===== config.mk =====
export PLATFORM = sky130hd
export DESIGN_NAME = rwm_div
export DESIGN_NICKNAME = d
export VERILOG_FILES = /design/src/rtl/rwm_pkg.sv /design/src/rtl/rwm_div.sv
export SDC_FILE = /design/constraint.sdc
export NUM_CORES = 1
export LEC_CHECK = 0
export ABC_AREA = 1
export ABC_CLOCK_PERIOD_IN_PS = 7000
export BUFFER_PORTS_ARGS = -buffer_cell sky130_fd_sc_hd__clkbuf_2
export CORE_UTILIZATION = 45
export CTS_CLUSTER_DIAMETER = 80
export DETAILED_ROUTE_END_ITERATION = 7
export HOLD_SLACK_MARGIN = 0.1
export PLACE_DENSITY_LB_ADDON = 0.1
export SLEW_MARGIN = 20
export SYNTH_ARGS = -nofsm -noshare
export SYNTH_HDL_FRONTEND = slang
export SYNTH_SLANG_ARGS = --single-unit

===== constraint.sdc =====
create_clock -name clk -period 7 [get_ports clk]
set_input_delay 0 -clock clk [delete_from_list [all_inputs] [get_ports clk]]
set_output_delay 0 -clock clk [all_outputs]
set_load 0.01 [all_outputs]

===== src/rtl/rwm_pkg.sv =====
// Package for the running window mean: defaults, constants and shared types.
`default_nettype none

package rwm_pkg;

  localparam int WINDOW_MAX_DEF  = 256;
  localparam int SAMPLE_BITS_DEF = 16;
  localparam int WS_W            = 9;
  localparam int WINDOW_RESET    = 8;

  typedef enum logic [2:0] {
    ST_IDLE,
    ST_READ,
    ST_START,
    ST_DIV,
    ST_FINISH
  } rwm_state_t;

  typedef struct packed {
    logic busy;
    logic done;
  } rwm_div_stat_t;

endpackage

`default_nettype wire


===== src/rtl/rwm_div.sv =====
// Unsigned restoring divider that retires two quotient bits per cycle.
`default_nettype none

module rwm_div import rwm_pkg::*; #(
  parameter int DIVIDEND_W = 26,
  parameter int DIVISOR_W  = 9
) (
  input  wire logic                  clk,
  input  wire logic                  rst,
  input  wire logic                  start,
  input  wire logic [DIVIDEND_W-1:0] dividend,
  input  wire logic [DIVISOR_W-1:0]  divisor,
  output rwm_div_stat_t              stat,
  output logic      [DIVIDEND_W-1:0] quotient
);

  localparam int STEPS = (DIVIDEND_W + 1) / 2;
  localparam int CNT_W = $clog2(STEPS + 1);

  logic [DIVISOR_W:0]    rem;
  logic [DIVISOR_W-1:0]  dsr;
  logic [CNT_W-1:0]      steps_left;
  logic                  done;
  logic [DIVISOR_W:0]    rem_next;
  logic [DIVIDEND_W-1:0] quo_next;

  always_comb begin
    rem_next = rem;
    quo_next = quotient;
    for (int k = 0; k < 2; k++) begin
      rem_next = {rem_next[DIVISOR_W-1:0], quo_next[DIVIDEND_W-1]};
      quo_next = {quo_next[DIVIDEND_W-2:0], 1'b0};
      if (rem_next >= {1'b0, dsr}) begin
        rem_next    = rem_next - {1'b0, dsr};
        quo_next[0] = 1'b1;
      end
    end
  end

  always_ff @(posedge clk) begin
    if (rst) begin
      steps_left <= '0;
      done       <= 1'b0;
    end else if (start) begin
      steps_left <= CNT_W'(STEPS);
      done       <= 1'b0;
    end else if (steps_left != '0) begin
      steps_left <= steps_left - 1'b1;
      done       <= (steps_left == CNT_W'(1));
    end else begin
      done <= 1'b0;
    end
  end

  always_ff @(posedge clk) begin
    if (start) begin
      rem      <= '0;
      dsr      <= divisor;
      quotient <= dividend;
    end else if (steps_left != '0) begin
      rem      <= rem_next;
      quotient <= quo_next;
    end
  end

  assign stat.busy = (steps_left != '0);
  assign stat.done = done;

endmodule

`default_nettype wire


**After elaboration in Yosys (flattened, before gate mapping)**

Cells that the tools add are included.

- Add/subtract/negate cells: 3
- Bitwise gates (word level): 1
- Reduce and logical (&&, ||, !) cells: 4
- Magnitude comparators: 2
- Equal/unequal tests: 1
- Multiplexer cells: 8

Operator list:

| operator | number |
|---|---|
| $mux 26 | 2 |
| $ge 10x9->1 | 2 |
| $mux 9 | 2 |
| $sub 9x9->9 | 2 |
| $mux 4 | 2 |
| $eq 4x1->1 const B | 1 |
| $reduce_bool 4->1 | 1 |
| $sub 4x1->4 const B | 1 |
| $reduce_or 3->1 | 1 |
| $mux 1 | 2 |
| $reduce_bool 2->1 | 1 |
| $reduce_or 2->1 | 1 |
| $not 1->1 | 1 |

- Input port bits: 38
- Output and inout port bits: 28
- Register bits after elaboration: 49
- Logic and storage cells: 25

**Depth between registers and ports, before layout**

- Word-level depth: 6
- Mapped depth: 24
- Mapped depth without buffers: 24

**Least setup slack after synthesis**

Ideal clock, no wire load.

- Path type: register to register
- Start: register quotient[25]
- End: register quotient[0] (data pin)
- Path slack: 3.724 ns
- Data required time: 6.731 ns
- Stages on the path, launching flop included: 22
- Arrival: 3.008 ns
- Clock period less this slack: 3.276 ns
- Buffers on the path: 0
- Library setup time: 0.269 ns
- Path through: edfxtp_1 > inv_1 > ha_1 > inv_1 > fa_1 > nand3_1 > nand3_1 > nand2_1 > nand2_2 > a21oi_2 > nand2_1 > o21ai_0 > inv_1 > ha_1 > nand3_1 > nand2_1 > nand2_1 > nand2_1 > a21oi_4 > nand2_1 > nor2_4 > o21ai_0

- Longest elaborated chain between the ends: 6
- Elaborated cells on any way between the ends: 7
- Classes of those cells: 1 x add/sub; 2 x order compare; 4 x mux

RTL lines:

| what | line | source |
|---|---|---|
| start: declaration | rwm_div.sv:14 | `output logic [DIVIDEND_W-1:0] quotient` |
| start signal: assignment | rwm_div.sv:59 | `quotient <= dividend;` |
| start signal: assignment | rwm_div.sv:62 | `quotient <= quo_next;` |
| $sub 9x9->9 or $ge 10x9->1 (tied branches) | rwm_div.sv:34, rwm_div.sv:33 |  |
| $mux 9 * | rwm_div.sv:33 | `if (rem_next >= {1'b0, dsr}) begin` |
| $ge 10x9->1 * | rwm_div.sv:33 |  |
| $mux 1 * | rwm_div.sv:33 |  |
| $mux 26 * | rwm_div.sv:60 | `end else if (steps_left != '0) begin` |
| $mux 26 * | rwm_div.sv:56 | `if (start) begin` |

Mark *: on every way between the ends. The rest lies on a longest branch, timed or not. The select of a mux whose other input is x is not followed.
A chain may end at the register's enable or synchronous reset.

**Final worst setup path**

Same ends and word-level chain as after synthesis.

==> flow_metrics.py <==
metrics = {
    "timing": {
        "slew_viol_final": 0,
        "setup-tns-final_ns": 0,
        "rsz0062_at_grt": "false",
        "fin_crit_ns": 3.601,
        "hold_violations": 0,
        "tightest_slew_ns": 0.9939,
        "relSlewSlack_pct": 33.33,
        "worst_slack_ns": 3.399,
        "holdWs_ns": 0.4150,
        "finalCritPeriodShare_pct": 51.45,
        "finClkSkew_ns": 0.007375,
        "setup_viol": 0,
        "fmaxAchievable_ghz": 0.2777,
    },
    "cells_and_area": {
        "mostFrequentLayoutCell": "nand2_1",
        "drive_above_1_share_pct": 17.03,
        "multi_input_area_um2": 1508,
        "area_delta_synth_final_pct": 26.34,
        "ff_latch_area_um2": 1331,
        "fill_cells": 592,
        "final_cell_mix": "160 x nand2_1, 65 x clkbuf_2, 58 x inv_1",
        "final_nets": 564,
        "antennaDiodeCount": 0,
        "final_cells": 582,
    },
    "setup_path": {
        "critPathSlowestCell": "fa_1",
        "r2r-start": "quotient[25]",
        "cp_max_fo": 8,
        "reg2reg_depth": 21,
        "critPathBufInv": 3,
        "worstPathArrival_ns": 3.63,
        "critPathLaunch": "quotient[25]",
        "crit_top_cell": "nand2_1",
        "path_class": "flop to flop",
        "cp.required_ns": 7.02,
        "path_depth": 21,
        "slowest_delay_ns": 0.42,
        "r2r_setup_slack_ns": 3.40,
        "startpoint_type": "flop",
        "r2r-end": "quotient[0]",
        "crit_family": "simple AND/OR/NAND/NOR gates",
        "path_cells": "inv_1 > ha_1 > inv_1 > fa_1 > nand3_1 > nand3_1 > nand2_1 > nand2_2 > a21oi_2 > nand2_1 > o21ai_0 > inv_1 > ha_1 > nand3_1 > nand2_1 > nand2_1 > nand2_1 > a21oi_4 > nand2_1 > nor2_4 > o21ai_0",
        "crit_end": "quotient[0]",
        "end_kind": "flop",
    },
    "synthesis": {
        "synth_top_cell_by_area": "edfxtp_1",
        "ys_ff_latch": 49,
        "synth_top_area_share_pct": 33.83,
        "synth_area_leaders": "edfxtp_1 34%, nand2_1 19%, dfxtp_1 9.0%",
        "syn_nets": 466,
        "yosysWarnings": 0,
        "syn_area_per_cell_um2": 7.652,
        "synthDistinctLibCells": 33,
        "synthCells": 406,
        "syn_area_um2": 3107,
        "synth_seq_area_share_pct": 42.85,
    },
    "floorplan": {
        "die-area_um2": 7240,
        "die_y_um": 85.09,
        "io_pins": 66,
        "rows": 29,
        "core_area_um2": 6495,
        "start_util_pct": 47.83,
        "die_width_um": 85.09,
    },
    "grt": {
        "grt_antenna_before_repair": 0,
        "grt_pass1_wl_um": 12810,
        "grt_pass1_vias": 2779,
        "grt_max_degree": 42,
        "overflow": 0,
        "grt_usage_pct": 22.39,
    },
    "placed_design": {
        "dp_cells": 538,
        "io_buffers": 65,
        "detailedPlace.worstSlack_ns": 3.397,
        "gp_congestion": 0.9120,
        "dpl.hpwl_um": 5495,
    },
    "cts": {
        "insertion_delay_ns": 0.30,
        "cts.clk_slew.worst_paths_ns": 0.09,
        "cts_buffers": 5,
        "cts_tree": "built",
        "cts_root_buffer": "clkbuf_8",
        "clock-sinks": 49,
        "htreeDepth": 2,
        "cts_buffer_depth": 2,
        "cts_setup_buffers": 0,
    },
    "detailed_routing": {
        "firstDrtPassIters": 5,
        "wl_per_cell_um": 13.24,
        "vias": 2833,
        "finalWirelength_um": 7703,
        "drtAntennaViolNets": 0,
        "drc_errors": 0,
        "drt_iter0_markers": 123,
        "vias_per_cell": 4.868,
    },
    "power_and_ir_drop": {
        "peakVddDrop_mv": 0.1391,
        "power_density_nw_per_um2": 362.9,
        "power.leakage_uw": 0.002123,
        "power_uw": 1424,
    },
    "min_path": {
        "holdPathStages": 2,
        "min_path_type": "primary input to flop",
    },
    "flow_run": {
        "maxCapViolCount": 0,
    },
    "status": {
        "status": "completed",
    },
}
worst min-delay path by stage:
stage               startpoint             to
finish              divisor[6]         dsr[6]
global route        divisor[3]         dsr[3]
CTS                 divisor[4]         dsr[4]
detailed placement  divisor[3]         dsr[3]
global placement    divisor[8]         dsr[8]
floorplan                  rst  steps_left[0]
through the flow:
step           area, um2  utilization, %
3_5_place_dp        3480           53.57
5_1_grt             3925           60.43
3_3_place_gp        3480           53.57
4_1_cts             3923           60.39
2_1_floorplan       3107               -
6_report            3925           60.43
flip-flops by register name, summed over array words and instances, names as in the netlist:
signal      count
quotient       26
dsr             9
rem             9
steps_left      4
done            1
cells in the mapped netlist:
cell type / number
nand4_1: 4
xor2_1: 8
a21oi_4: 1
nand3_1: 18
buf_6: 1
nand3_2: 2
inv_1: 58
a21oi_2: 2
nand3_4: 1
nor3_1: 1
o21bai_1: 2
a211oi_1: 1
dfxtp_1: 14
o21a_1: 1
nor2_1: 24
or2_2: 1
nor3b_1: 1
a21o_1: 1
buf_4: 1
clkinv_1: 1
fa_1: 2
a31oi_1: 1
nand2_1: 161
clkbuf_1: 8
o21ai_0: 16
o31ai_1: 2
xnor2_1: 1
ha_1: 20
edfxtp_1: 35
a21oi_1: 11
nand2_2: 4
nor2_4: 1
nor2_2: 1
worst register-to-register path, cell delays in order (launching register included):
cell and delay, ns:
edfxtp_1 0.41, inv_1 0.08, ha_1 0.16, inv_1 0.06
fa_1 0.42, nand3_1 0.12, nand3_1 0.12, nand2_1 0.13
nand2_2 0.07, a21oi_2 0.28, nand2_1 0.08, o21ai_0 0.12
inv_1 0.08, ha_1 0.33, nand3_1 0.10, nand2_1 0.09
nand2_1 0.07, nand2_1 0.10, a21oi_4 0.17, nand2_1 0.11
nor2_4 0.14, o21ai_0 0.09
cell type report:
cell class	instances	area share, %
clock buffer	6	1.849
clock inverter	2	0.2550
inverter	59	5.642
multi-input combinational	288	38.41
sequential	49	33.92
tap	77	2.455
timing repair buffer	101	17.47
what timing repair did:
action	4_1_cts	5_1_grt
hold endpoints to repair	40	0
setup endpoints to repair	0	0
resized for setup	0	0
hold buffers	36	0
per-layer routing:
metal  vias to the layer above  GRT usage (%)  routed length, um
met5                         -              0                  0
met4                         0          5.855                 93
met3                        10          3.891                380
met2                        77          38.93               3791
met1                      1271          28.86               3438
li1                       1475              -                  -
logic make-up after synthesis:
| group | synth area share [%] |
|---|---|
| buffers and inverters | 8.699 |
| AOI/OAI and AO/OA | 7.330 |
| adders and majority gates | 9.344 |
| DFF | 42.85 |
| xor gates and xnor gates | 2.537 |
| and+or+nand+nor | 29.24 |
report_power, final:
part / switching (uW) / internal (uW)
combinational: 525 / 320
clock: 93.5 / 69.5
sequential: 43.0 / 374
No activity file was read; power rests on OpenSTA's default activity.
